### config.mk
export PLATFORM = sky130hd
export DESIGN_NAME = resonant_state_variable_filter_flat
export DESIGN_NICKNAME = d
export VERILOG_FILES = /design/src/svf_pkg.sv /design/src/svf_in_if.sv /design/src/svf_out_if.sv /design/src/svf_cfg_if.sv /design/src/resonant_state_variable_filter.sv /design/src/flat_wrapper.sv
export SDC_FILE = /design/constraint.sdc
export NUM_CORES = 1
export LEC_CHECK = 0
export BUFFER_PORTS_ARGS = -buffer_cell sky130_fd_sc_hd__buf_4
export CAP_MARGIN = 0
export CORE_MARGIN = 3
export CORE_UTILIZATION = 35
export CTS_CLUSTER_DIAMETER = 200
export CTS_CLUSTER_SIZE = 12
export DETAILED_ROUTE_END_ITERATION = 10
export PLACE_DENSITY = 0.55
export SLEW_MARGIN = 20
export SYNTH_ARGS = -nofsm -noshare
export SYNTH_HDL_FRONTEND = slang
export SYNTH_SLANG_ARGS = --single-unit
### constraint.sdc
create_clock -name clk -period 7 [get_ports clk]
set_clock_uncertainty 0.1 [all_clocks]
set_input_delay 0.35 -clock clk [delete_from_list [all_inputs] [get_ports clk]]
set_output_delay 0.35 -clock clk [all_outputs]
set_load 0.05 [all_outputs]
### src/svf_pkg.sv
// svf_pkg: widths, reset values, register indexes, sequencer states and shift
// helpers for the resonant state variable filter.
// No dependencies.
package svf_pkg;

  localparam int SAMPLE_W          = 16;
  localparam int COEF_W            = 9;
  localparam int ACC_W             = 32;
  localparam int OUT_W             = 28;
  localparam int CFG_IDX_W         = 1;
  localparam int MUL_W             = ACC_W + COEF_W;
  localparam int DEF_NUM_CHANNELS  = 2;

  localparam logic [COEF_W-1:0] CUTOFF_RESET  = COEF_W'(0);
  localparam logic [COEF_W-1:0] DAMPING_RESET = COEF_W'(25);

  typedef enum logic [CFG_IDX_W-1:0] {
    REG_CUTOFF  = 1'b0,
    REG_DAMPING = 1'b1
  } cfg_reg_t;

  typedef enum logic [2:0] {
    ST_IDLE,
    ST_MUL_F,
    ST_MUL_Q,
    ST_HIGH,
    ST_MUL_H,
    ST_DONE
  } svf_state_t;

  function automatic logic [ACC_W-1:0] sra8(input logic [ACC_W-1:0] v);
    return ACC_W'($signed(v) >>> 8);
  endfunction

  function automatic logic [SAMPLE_W+3:0] scale16(input logic [SAMPLE_W-1:0] s);
    return {s, 4'b0000};
  endfunction

endpackage

### src/svf_in_if.sv
// svf_in_if: sample input channel, valid/ready with sample and channel.
// Depends on svf_pkg.
interface svf_in_if;
  import svf_pkg::*;

  logic                        valid;
  logic                        ready;
  logic signed [SAMPLE_W-1:0]  sample;
  logic                        channel;

  modport source (output valid, sample, channel, input ready);
  modport sink   (input valid, sample, channel, output ready);
endinterface

### src/svf_out_if.sv
// svf_out_if: result channel, valid/ready with lowpass, bandpass, highpass
// and channel. Depends on svf_pkg.
interface svf_out_if;
  import svf_pkg::*;

  logic                     valid;
  logic                     ready;
  logic signed [OUT_W-1:0]  low_out;
  logic signed [OUT_W-1:0]  band_out;
  logic signed [OUT_W-1:0]  high_out;
  logic                     out_channel;

  modport source (output valid, low_out, band_out, high_out, out_channel, input ready);
  modport sink   (input valid, low_out, band_out, high_out, out_channel, output ready);
endinterface

### src/svf_cfg_if.sv
// svf_cfg_if: register write channel, valid/ready with index and data.
// Depends on svf_pkg.
interface svf_cfg_if;
  import svf_pkg::*;

  logic                  valid;
  logic                  ready;
  logic [CFG_IDX_W-1:0]  reg_index;
  logic [COEF_W-1:0]     data;

  modport source (output valid, reg_index, data, input ready);
  modport sink   (input valid, reg_index, data, output ready);
endinterface

### src/resonant_state_variable_filter.sv
// resonant_state_variable_filter: two-integrator resonant filter, one shared
// 32x9 multiplier under a six-state sequencer. Depends on svf_pkg and the
// svf_in_if, svf_out_if and svf_cfg_if interfaces.
//
//   channel   | dir | word
//   in_chan   | in  | sample[15:0] signed, channel
//   out_chan  | out | low_out, band_out, high_out [27:0] signed, out_channel
//   cfg_chan  | in  | reg_index (0 cutoff, 1 damping), data[8:0]
//
// A word passes through MUL_F, MUL_Q, HIGH, MUL_H and DONE to a valid result,
// and the next word is taken only back in IDLE: three products go through the single
// multiplier, each one registered before use.
// Reset clears the integrators of every channel and sets the coefficients.
// A stalled result holds the sequencer in its last state; the input stays
// not ready until the result is loaded. Register writes are always taken.
module resonant_state_variable_filter #(
  parameter int NUM_CHANNELS = svf_pkg::DEF_NUM_CHANNELS
) (
  input  logic      clk,
  input  logic      rst_n,
  svf_in_if.sink    in_chan,
  svf_out_if.source out_chan,
  svf_cfg_if.sink   cfg_chan
);
  import svf_pkg::*;

  localparam int CH_IDX_W = (NUM_CHANNELS > 1) ? $clog2(NUM_CHANNELS) : 1;

  svf_state_t state_r, state_nxt;

  logic [COEF_W-1:0]   cutoff_r, damping_r;
  logic [ACC_W-1:0]    band_mem_r [NUM_CHANNELS];
  logic [ACC_W-1:0]    low_mem_r  [NUM_CHANNELS];

  logic [ACC_W-1:0]    x_r, band_r, low_r, high_r, prod_r;
  logic [CH_IDX_W-1:0] ch_idx_r;
  logic                chan_r;

  logic [OUT_W-1:0]    low_out_r, band_out_r, high_out_r;
  logic                out_chan_r, out_valid_r, out_valid_nxt;

  logic [COEF_W-1:0]   mul_a;
  logic [ACC_W-1:0]    mul_b;
  logic [MUL_W-1:0]    mul_full;
  logic [ACC_W-1:0]    band_new;
  logic [CH_IDX_W-1:0] ch_idx_in;
  logic                in_acc, out_load;

  assign in_chan.ready  = (state_r == ST_IDLE);
  assign cfg_chan.ready = 1'b1;
  assign in_acc         = in_chan.valid && in_chan.ready;
  assign ch_idx_in      = (NUM_CHANNELS == 1) ? '0 : CH_IDX_W'(in_chan.channel);

  assign out_chan.valid       = out_valid_r;
  assign out_chan.low_out     = low_out_r;
  assign out_chan.band_out    = band_out_r;
  assign out_chan.high_out    = high_out_r;
  assign out_chan.out_channel = out_chan_r;

  assign mul_full = MUL_W'(mul_a) * MUL_W'(mul_b);
  assign band_new = sra8(prod_r) + band_r;

  always_comb begin
    state_nxt     = state_r;
    mul_a         = cutoff_r;
    mul_b         = band_r;
    out_load      = 1'b0;
    out_valid_nxt = out_valid_r && !out_chan.ready;
    case (state_r)
      ST_IDLE: begin
        if (in_acc) state_nxt = ST_MUL_F;
      end
      ST_MUL_F: state_nxt = ST_MUL_Q;
      ST_MUL_Q: begin
        mul_a     = damping_r;
        state_nxt = ST_HIGH;
      end
      ST_HIGH: state_nxt = ST_MUL_H;
      ST_MUL_H: begin
        mul_b     = high_r;
        state_nxt = ST_DONE;
      end
      ST_DONE: begin
        if (!out_valid_r || out_chan.ready) begin
          out_load      = 1'b1;
          out_valid_nxt = 1'b1;
          state_nxt     = ST_IDLE;
        end
      end
      default: state_nxt = ST_IDLE;
    endcase
  end

  always_ff @(posedge clk) begin
    if (!rst_n) begin
      state_r     <= ST_IDLE;
      out_valid_r <= 1'b0;
      cutoff_r    <= CUTOFF_RESET;
      damping_r   <= DAMPING_RESET;
      for (int i = 0; i < NUM_CHANNELS; i++) begin
        band_mem_r[i] <= '0;
        low_mem_r[i]  <= '0;
      end
    end else begin
      state_r     <= state_nxt;
      out_valid_r <= out_valid_nxt;
      if (cfg_chan.valid) begin
        case (cfg_chan.reg_index)
          REG_CUTOFF:  cutoff_r  <= cfg_chan.data;
          REG_DAMPING: damping_r <= cfg_chan.data;
          default: ;
        endcase
      end
      if (out_load) begin
        band_mem_r[ch_idx_r] <= band_new;
        low_mem_r[ch_idx_r]  <= low_r;
      end
    end
  end

  always_ff @(posedge clk) begin
    if (in_acc) begin
      x_r      <= ACC_W'($signed(scale16(in_chan.sample)));
      band_r   <= band_mem_r[ch_idx_in];
      low_r    <= low_mem_r[ch_idx_in];
      ch_idx_r <= ch_idx_in;
      chan_r   <= in_chan.channel;
    end
    if (state_r == ST_MUL_F || state_r == ST_MUL_Q || state_r == ST_MUL_H) begin
      prod_r <= mul_full[ACC_W-1:0];
    end
    if (state_r == ST_MUL_Q) begin
      low_r <= low_r + sra8(prod_r);
    end
    if (state_r == ST_HIGH) begin
      high_r <= x_r - low_r - sra8(prod_r);
    end
    if (out_load) begin
      low_out_r  <= low_r[ACC_W-1:ACC_W-OUT_W];
      band_out_r <= band_new[ACC_W-1:ACC_W-OUT_W];
      high_out_r <= high_r[ACC_W-1:ACC_W-OUT_W];
      out_chan_r <= chan_r;
    end
  end

endmodule

### src/flat_wrapper.sv
// flat-port wrapper written by rule: the top's interface ports become plain ports
module resonant_state_variable_filter_flat import svf_pkg::*;
#(
  parameter int NUM_CHANNELS = svf_pkg::DEF_NUM_CHANNELS
)
  (clk, rst_n, in_chan_valid, in_chan_sample, in_chan_channel, in_chan_ready, out_chan_valid, out_chan_low_out, out_chan_band_out, out_chan_high_out, out_chan_out_channel, out_chan_ready, cfg_chan_valid, cfg_chan_reg_index, cfg_chan_data, cfg_chan_ready);
  svf_in_if in_chan_i ();
  svf_out_if out_chan_i ();
  svf_cfg_if cfg_chan_i ();
  input  logic clk;
  input  logic rst_n;
  input wire logic [$bits(in_chan_i.valid)-1:0] in_chan_valid;
  input wire logic [$bits(in_chan_i.sample)-1:0] in_chan_sample;
  input wire logic [$bits(in_chan_i.channel)-1:0] in_chan_channel;
  output wire logic [$bits(in_chan_i.ready)-1:0] in_chan_ready;
  output wire logic [$bits(out_chan_i.valid)-1:0] out_chan_valid;
  output wire logic [$bits(out_chan_i.low_out)-1:0] out_chan_low_out;
  output wire logic [$bits(out_chan_i.band_out)-1:0] out_chan_band_out;
  output wire logic [$bits(out_chan_i.high_out)-1:0] out_chan_high_out;
  output wire logic [$bits(out_chan_i.out_channel)-1:0] out_chan_out_channel;
  input wire logic [$bits(out_chan_i.ready)-1:0] out_chan_ready;
  input wire logic [$bits(cfg_chan_i.valid)-1:0] cfg_chan_valid;
  input wire logic [$bits(cfg_chan_i.reg_index)-1:0] cfg_chan_reg_index;
  input wire logic [$bits(cfg_chan_i.data)-1:0] cfg_chan_data;
  output wire logic [$bits(cfg_chan_i.ready)-1:0] cfg_chan_ready;
  assign in_chan_i.valid = in_chan_valid;
  assign in_chan_i.sample = in_chan_sample;
  assign in_chan_i.channel = in_chan_channel;
  assign in_chan_ready = in_chan_i.ready;
  assign out_chan_valid = out_chan_i.valid;
  assign out_chan_low_out = out_chan_i.low_out;
  assign out_chan_band_out = out_chan_i.band_out;
  assign out_chan_high_out = out_chan_i.high_out;
  assign out_chan_out_channel = out_chan_i.out_channel;
  assign out_chan_i.ready = out_chan_ready;
  assign cfg_chan_i.valid = cfg_chan_valid;
  assign cfg_chan_i.reg_index = cfg_chan_reg_index;
  assign cfg_chan_i.data = cfg_chan_data;
  assign cfg_chan_ready = cfg_chan_i.ready;
  resonant_state_variable_filter #(.NUM_CHANNELS(NUM_CHANNELS)) u_core (.clk(clk), .rst_n(rst_n), .in_chan(in_chan_i), .out_chan(out_chan_i), .cfg_chan(cfg_chan_i));
endmodule
==> results of run 1 <==
state kept, by name (all words and copies together), names as in the netlist, 24 cells and up:
signal and flops:
u_core.band_mem_r 64, u_core.low_mem_r 64, u_core.band_r 32, u_core.high_r 32, u_core.low_r 32, u_core.out_chan.band_out 28, u_core.out_chan.high_out 28, u_core.out_chan.low_out 28
u_core.prod_r 24
cells by family after synthesis:
group,count (synthesis),synth area share [%]
buf+inv,378,5.47
other cells,1,0.0144
mux,124,5.09
xor+xnor,117,3.92
simple gates,684,11.3
fa+ha+maj,367,23.6
flops,372,41.9
compound gates,348,8.69
placed cells by master, fill, tap and decap left out, types with 15 or more instances in the layout:
cell type	synthesis	routed
dfxtp_1	22	21
edfxtp_1	350	350
xor2_1	36	36
ha_1	159	159
o21bai_1	15	15
clkbuf_16	0	38
o21a_1	17	17
dlygate4sd3_1	0	26
mux2i_1	53	46
buf_4	2	153
nor3_1	17	17
nor2b_1	25	25
fa_1	208	208
nor2_1	321	320
o21ai_0	58	57
a31oi_1	18	18
nand2b_1	23	23
xnor2_1	81	81
inv_1	304	304
nand3_1	21	20
nand2_1	209	207
a21boi_0	20	20
a21oi_1	100	100
a21o_1	58	58
mux2_2	71	71
path summary, 6_finish.rpt:
check                      from                   to  slack, ns  cells past startpoint
min reg2reg  u_core.cutoff_r[0]   u_core.cutoff_r[0]       0.38                      2
min                       rst_n  u_core.damping_r[0]       0.07                      2
max reg2reg   u_core.state_r[0]    u_core.prod_r[30]       0.47                     21
max           u_core.state_r[0]    u_core.prod_r[30]       0.47                     21
area by class of cell:
| type | count | area share (%) |
|---|---|---|
| Timing Repair Buffer | 183 | 5.03 |
| Tap cell | 959 | 4.05 |
| Clock buffer | 45 | 3.30 |
| Clock inverter | 1 | 0.0550 |
| Inverter | 304 | 3.86 |
| Multi-Input combinational cell | 1641 | 46.7 |
| Sequential cell | 372 | 37.0 |
Yosys cell counts (all sizes together) (58+ instances only):
| library cell | number |
|---|---|
| inv | 304 |
| edfxtp | 350 |
| mux2 | 71 |
| xnor2 | 81 |
| a21o | 58 |
| fa | 208 |
| ha | 159 |
| a21oi | 101 |
| clkbuf | 62 |
| o21ai | 58 |
| nor2 | 321 |
| nand2 | 209 |
stage by stage:
step,setup WS [ns],utilization (%)
finish,0.470,40.3
global route,0.109,40.3
CTS,0.359,40.3
detailed placement,0.318,38.6
global placement,0.519,38.6
floorplan,0.143,-
critical path: stages (launching register included):
cell	delay, ns
dfxtp_1	0.46
nor3b_4	0.33
buf_4	0.21
mux2i_2	0.20
buf_4	0.31
nor2_1	0.12
fa_1	0.44
fa_1	0.51
inv_1	0.06
fa_1	0.54
inv_1	0.05
fa_1	0.43
ha_1	0.30
a21o_1	0.17
a21o_1	0.20
a21oi_1	0.30
a21oi_2	0.14
o21a_2	0.27
o41ai_4	0.41
and4bb_1	0.27
o31ai_1	0.32
xnor2_1	0.11
per-layer routing:
layer | share of wire [%] | wire, um
met3 | 4.7 | 3280
met1 | 45 | 31100
met5 | 0 | 0
met2 | 47 | 32700
met4 | 2.8 | 1900
report_power, final:
group	switching, mW	leakage [nW]	total, mW	internal [mW]
sequential	0.227	3.57	3.09	2.86
clock	0.831	0.483	1.80	0.973
combinational	2.78	8.55	4.60	1.82
total	3.83	12.6	9.49	5.66
what timing repair did:
action / 4_1_cts / 5_1_grt
endpoints found under the hold margin: 35 / 0
gates resized for setup: 0 / 2
hold buffers: 26 / 0
endpoints found under the setup margin: 0 / 2
==> results.cfg, run 1 <==
[synthesis]
synth_seq_cells = 372
synth.top_cell.area_share_pct = 40.2
syn_area_per_cell_um2 = 10.9
syn_inst = 2391
synth.distinct_cells = 69
ys_seq_area_share_pct = 41.9
async_flop_share_pct = 0
synth_area_mm2 = 0.0261
synth.largest_area_cell = edfxtp_1
yosys_warnings = 0
synth_area_leaders = edfxtp_1 40%, fa_1 16%, ha_1 7.6%
synth_top_flop_cell = edfxtp_1
synth_nets = 2790
synth_edf_count = 350

[timing]
fin_crit_ns = 6.53
fin_crit_sh_pct = 93.3
grt_setup_unrepaired = false
slew-limit-headroom_pct = 25.6
slew_violations = 0
setup_viol = 0
max_freq_mhz = 153
holdWs_ns = 0.0671
worst_slew_pin_slew_ns = 1.12
final_hold_viol_count = 0
fin_setup_tns_ns = 0

[place]
place_area_mm2 = 0.0283
gp_congestion = 0.864
dp.cells = 3433
io_buffers = 118
dpl.hpwl_um = 51500

[drt]
antenna_left = 0
routed-via-count = 17900
avgViaCountPerCell = 5.10
routed_wl_um = 69000
drtPass1Iterations = 5
wire_per_inst_um = 19.7
drc = 0
drt_iter0_markers = 1112

[grt]
grt_overflow = 0
grt_use_total_pct = 17.6
antenna_found_initial = 0
grt_pass1_wl_um = 106000
gr-max-usage-layer = met2
grt_max_degree = 65
met2_usage_pct = 29.5
grt_util_met1_pct = 24.1
first_global_vias = 18400
grtUsageMet3_pct = 2.03

[cells_and_area]
synthToLayoutAreaGrowth_pct = 13.3
post-route-cell-area_mm2 = 0.0296
regArea_mm2 = 0.0110
nFillCells = 7056
drive_gt1_share_pct = 11.9
multi_input_area_mm2 = 0.0138
stdcell_count = 3505
antennaDiodeCount = 0
layout.nets = 2937

[clock_network]
post_cts_buffers = 0
clk_latency_ns = 0.57
cts_root_buf = clkbuf_16
clkSinkCount = 372
clk_pin_slew_worst_paths_ns = 0.07
numCtsBuffers = 36
htree_num_levels = 2
cts_tree = yes
clock_path_buffers = 3

[die]
die_h_um = 279
die_x_um = 279
core_mm2 = 0.0735
num_rows = 99
die-area_mm2 = 0.0779
start_util_pct = 35.6
io_pins = 120

[power]
peakVddDrop_uv = 164
finalPower_mw = 9.49
total_leakage_power_nw = 12.6
cellPowerDensity_mw_per_mm2 = 321

[worst_setup_path]
cp.arrival_ns = 6.74
crit_path_end_kind = flop
cp_data_required_time_ns = 7.21
crit_fanout = 19
start_kind = flop
crit_type = flop to flop

[outcome]
outcome = finished clean

[flow_run]
maxCapViolCount = 0

[min_path]
hp-class = input pin to flop
Power figures use the tool's default switching activity.
==> inputs of run 2 (changes only) <==
- CELL_PAD_IN_SITES_DETAIL_PLACEMENT: default -> 2
- CELL_PAD_IN_SITES_GLOBAL_PLACEMENT: default -> 2
- PLACE_DENSITY: 0.55 -> 0.75
==> results.cfg, run 2 (synthesized netlist as in run 1, its figures left out) <==
[outcome]
outcome = finished clean

[die]
num_rows = 99
die-area_mm2 = 0.0779
core_mm2 = 0.0735
io_pins = 120
start_util_pct = 35.6
die_x_um = 279
die_h_um = 279

[place]
dpl.hpwl_um = 64200
io_buffers = 118
gp_congestion = 0.883

[grt]
grt_pass1_wl_um = 130000
grt_overflow = 0
antenna_found_initial = 1
grt_max_degree = 64
grt_use_total_pct = 21.8
first_global_vias = 21400

[power]
peakVddDrop_uv = 196
p_int_mw = 5.70
switching_share_pct = 42.2
switchingPower_mw = 4.15
pwr-share-clk_pct = 18.7
p_seq_share_pct = 31.5
cellPowerDensity_mw_per_mm2 = 332
total_leakage_power_nw = 12.6
p_comb_share_pct = 49.8
finalPower_mw = 9.85

[cells_and_area]
drive_gt1_share_pct = 12.1
final_cell_mix = 350 x edfxtp_1, 320 x nor2_1, 304 x inv_1
layout.nets = 2944
nFillCells = 7686
mostFrequentLayoutCell = edfxtp_1
multi_input_area_mm2 = 0.0138
top_regs = u_core.band_mem_r x64, u_core.low_mem_r x64
synthToLayoutAreaGrowth_pct = 13.6
regArea_mm2 = 0.0110

[min_path]
hp-class = input pin to flop

[drt]
wire_per_inst_um = 24.1
drtPass1Iterations = 5
antenna_left = 0
drc = 0
avgViaCountPerCell = 5.27
routed-via-count = 18500
drt_iter0_markers = 1045
routed_wl_um = 84600

[clock_network]
numCtsBuffers = 36
clk_pin_slew_worst_paths_ns = 0.08
htree_num_levels = 2
clkSinkCount = 372
cts_root_buf = clkbuf_16
cts_tree = yes
clk_latency_ns = 0.58
clock_path_buffers = 3

[timing]
max_freq_mhz = 151
setup_viol = 0
slew_violations = 0
final_hold_viol_count = 0
fin_crit_sh_pct = 94.5
worst_slew_pin_slew_ns = 0.990
fin_setup_tns_ns = 0
grt_setup_unrepaired = false
fin_crit_ns = 6.61
slew-limit-headroom_pct = 34.0

[worst_setup_path]
cp_num_buf_inv = 4
reg2reg_slack_ns = 0.39
cp-endpoint = u_core.prod_r[31]
cp_cell_sequence = buf_4 -> or3b_2 -> mux2i_2 -> buf_4 -> nor2_1 -> fa_1 -> fa_1 -> fa_1 -> inv_1 -> fa_1 -> inv_1 -> ha_1 -> and4_1 -> a21oi_1 -> nand2_1 -> o21a_2 -> o41ai_4 -> and4bb_1 -> o41ai_2 -> xnor2_1
rr_worst_depth = 20
crit_top_cell = fa_1
crit_path_end_kind = flop
cp_top_family = adder cells
reg2reg_to = u_core.prod_r[31]
cp_data_required_time_ns = 7.24
crit_type = flop to flop
cp.arrival_ns = 6.85
crit_start = u_core.state_r[1]
slowest_stage = or3b_2
crit_fanout = 15
reg2reg_from = u_core.state_r[1]
start_kind = flop
cp.depth = 20
slowest_delay_ns = 0.59

[flow_run]
maxCapViolCount = 0
==> run 2: power groups by stage <==
stage / combinational, mW / clock [mW] / sequential [mW]
final: 4.90 / 1.85 / 3.10
after global routing: 5.46 / 1.96 / 3.12
after CTS: 4.91 / 1.90 / 3.10
after detailed placement: 4.80 / 0 / 3.14
after global placement: 4.54 / 0 / 3.13
after floorplan: 3.38 / 0 / 3.02
==> run 2: stage by stage <==
stage | hold slack [ns] | instances | worst slack [ns] | instance area, um2 | utilization (%)
3_3_place_gp | 0.365 | 3437 | 0.350 | 28400 | 38.6
5_1_grt | 0.0356 | 3513 | 0.146 | 29700 | 40.4
6_report | 0.0332 | 3514 | 0.386 | 29700 | 40.4
2_1_floorplan | 0.320 | 2391 | 0.143 | 26100 | -
3_5_place_dp | 0.373 | 3437 | 0.115 | 28400 | 38.6
4_1_cts | 0.00784 | 3510 | 0.112 | 29600 | 40.3
==> run 2: worst min path at each step <==
stage	startpoint	to	slack, ns	depth (start not counted)
after floorplan	u_core.high_r[28]	u_core.out_chan.high_out[24]	0.32	0
after global placement	u_core.damping_r[2]	u_core.damping_r[2]	0.37	2
after detailed placement	u_core.damping_r[2]	u_core.damping_r[2]	0.37	2
after CTS	out_chan_ready	u_core.state_r[0]	0.008	4
after global routing	out_chan_ready	u_core.out_chan.valid	0.04	3
final	out_chan_ready	u_core.state_r[0]	0.03	4
==> run 2: worst register-to-register path, cell delays in order (launching register included) <==
cell	delay [ns]
dfxtp_1	0.34
buf_4	0.19
or3b_2	0.59
mux2i_2	0.36
buf_4	0.31
nor2_1	0.12
fa_1	0.55
fa_1	0.47
fa_1	0.55
inv_1	0.06
fa_1	0.48
inv_1	0.04
ha_1	0.31
and4_1	0.19
a21oi_1	0.16
nand2_1	0.15
o21a_2	0.30
o41ai_4	0.41
and4bb_1	0.28
o41ai_2	0.31
xnor2_1	0.10
==> run 2: cell type report <==
| class | count | share of cell area (%) |
|---|---|---|
| flip-flops and latches | 372 | 36.9 |
| diodes | 1 | 0.00844 |
| multi-input cells | 1641 | 46.6 |
| well taps | 959 | 4.04 |
| inverters | 304 | 3.85 |
| clock buffers | 46 | 3.31 |
| repair buffers | 190 | 5.24 |
| clock inverters | 1 | 0.0548 |
==> run 2: routing by layer <==
layer  share of wire [%]  global-route usage [%]  vias to the layer above
li1                    -                       -                     8314
met1                  42                    27.6                     9658
met2                  50                    38.3                      392
met3                 3.7                    2.53                      167
met4                 4.1                    8.51                        0
met5                   0                       0                        -
==> run 2: timing repair <==
| action | 4_1_cts | 5_1_grt |
|---|---|---|
| resized for setup | 0 | 3 |
| hold buffers | 26 | 0 |
| buffers inserted | 0 | 3 |
| setup endpoints to repair | 0 | 3 |
| endpoints found under the hold margin | 34 | 0 |
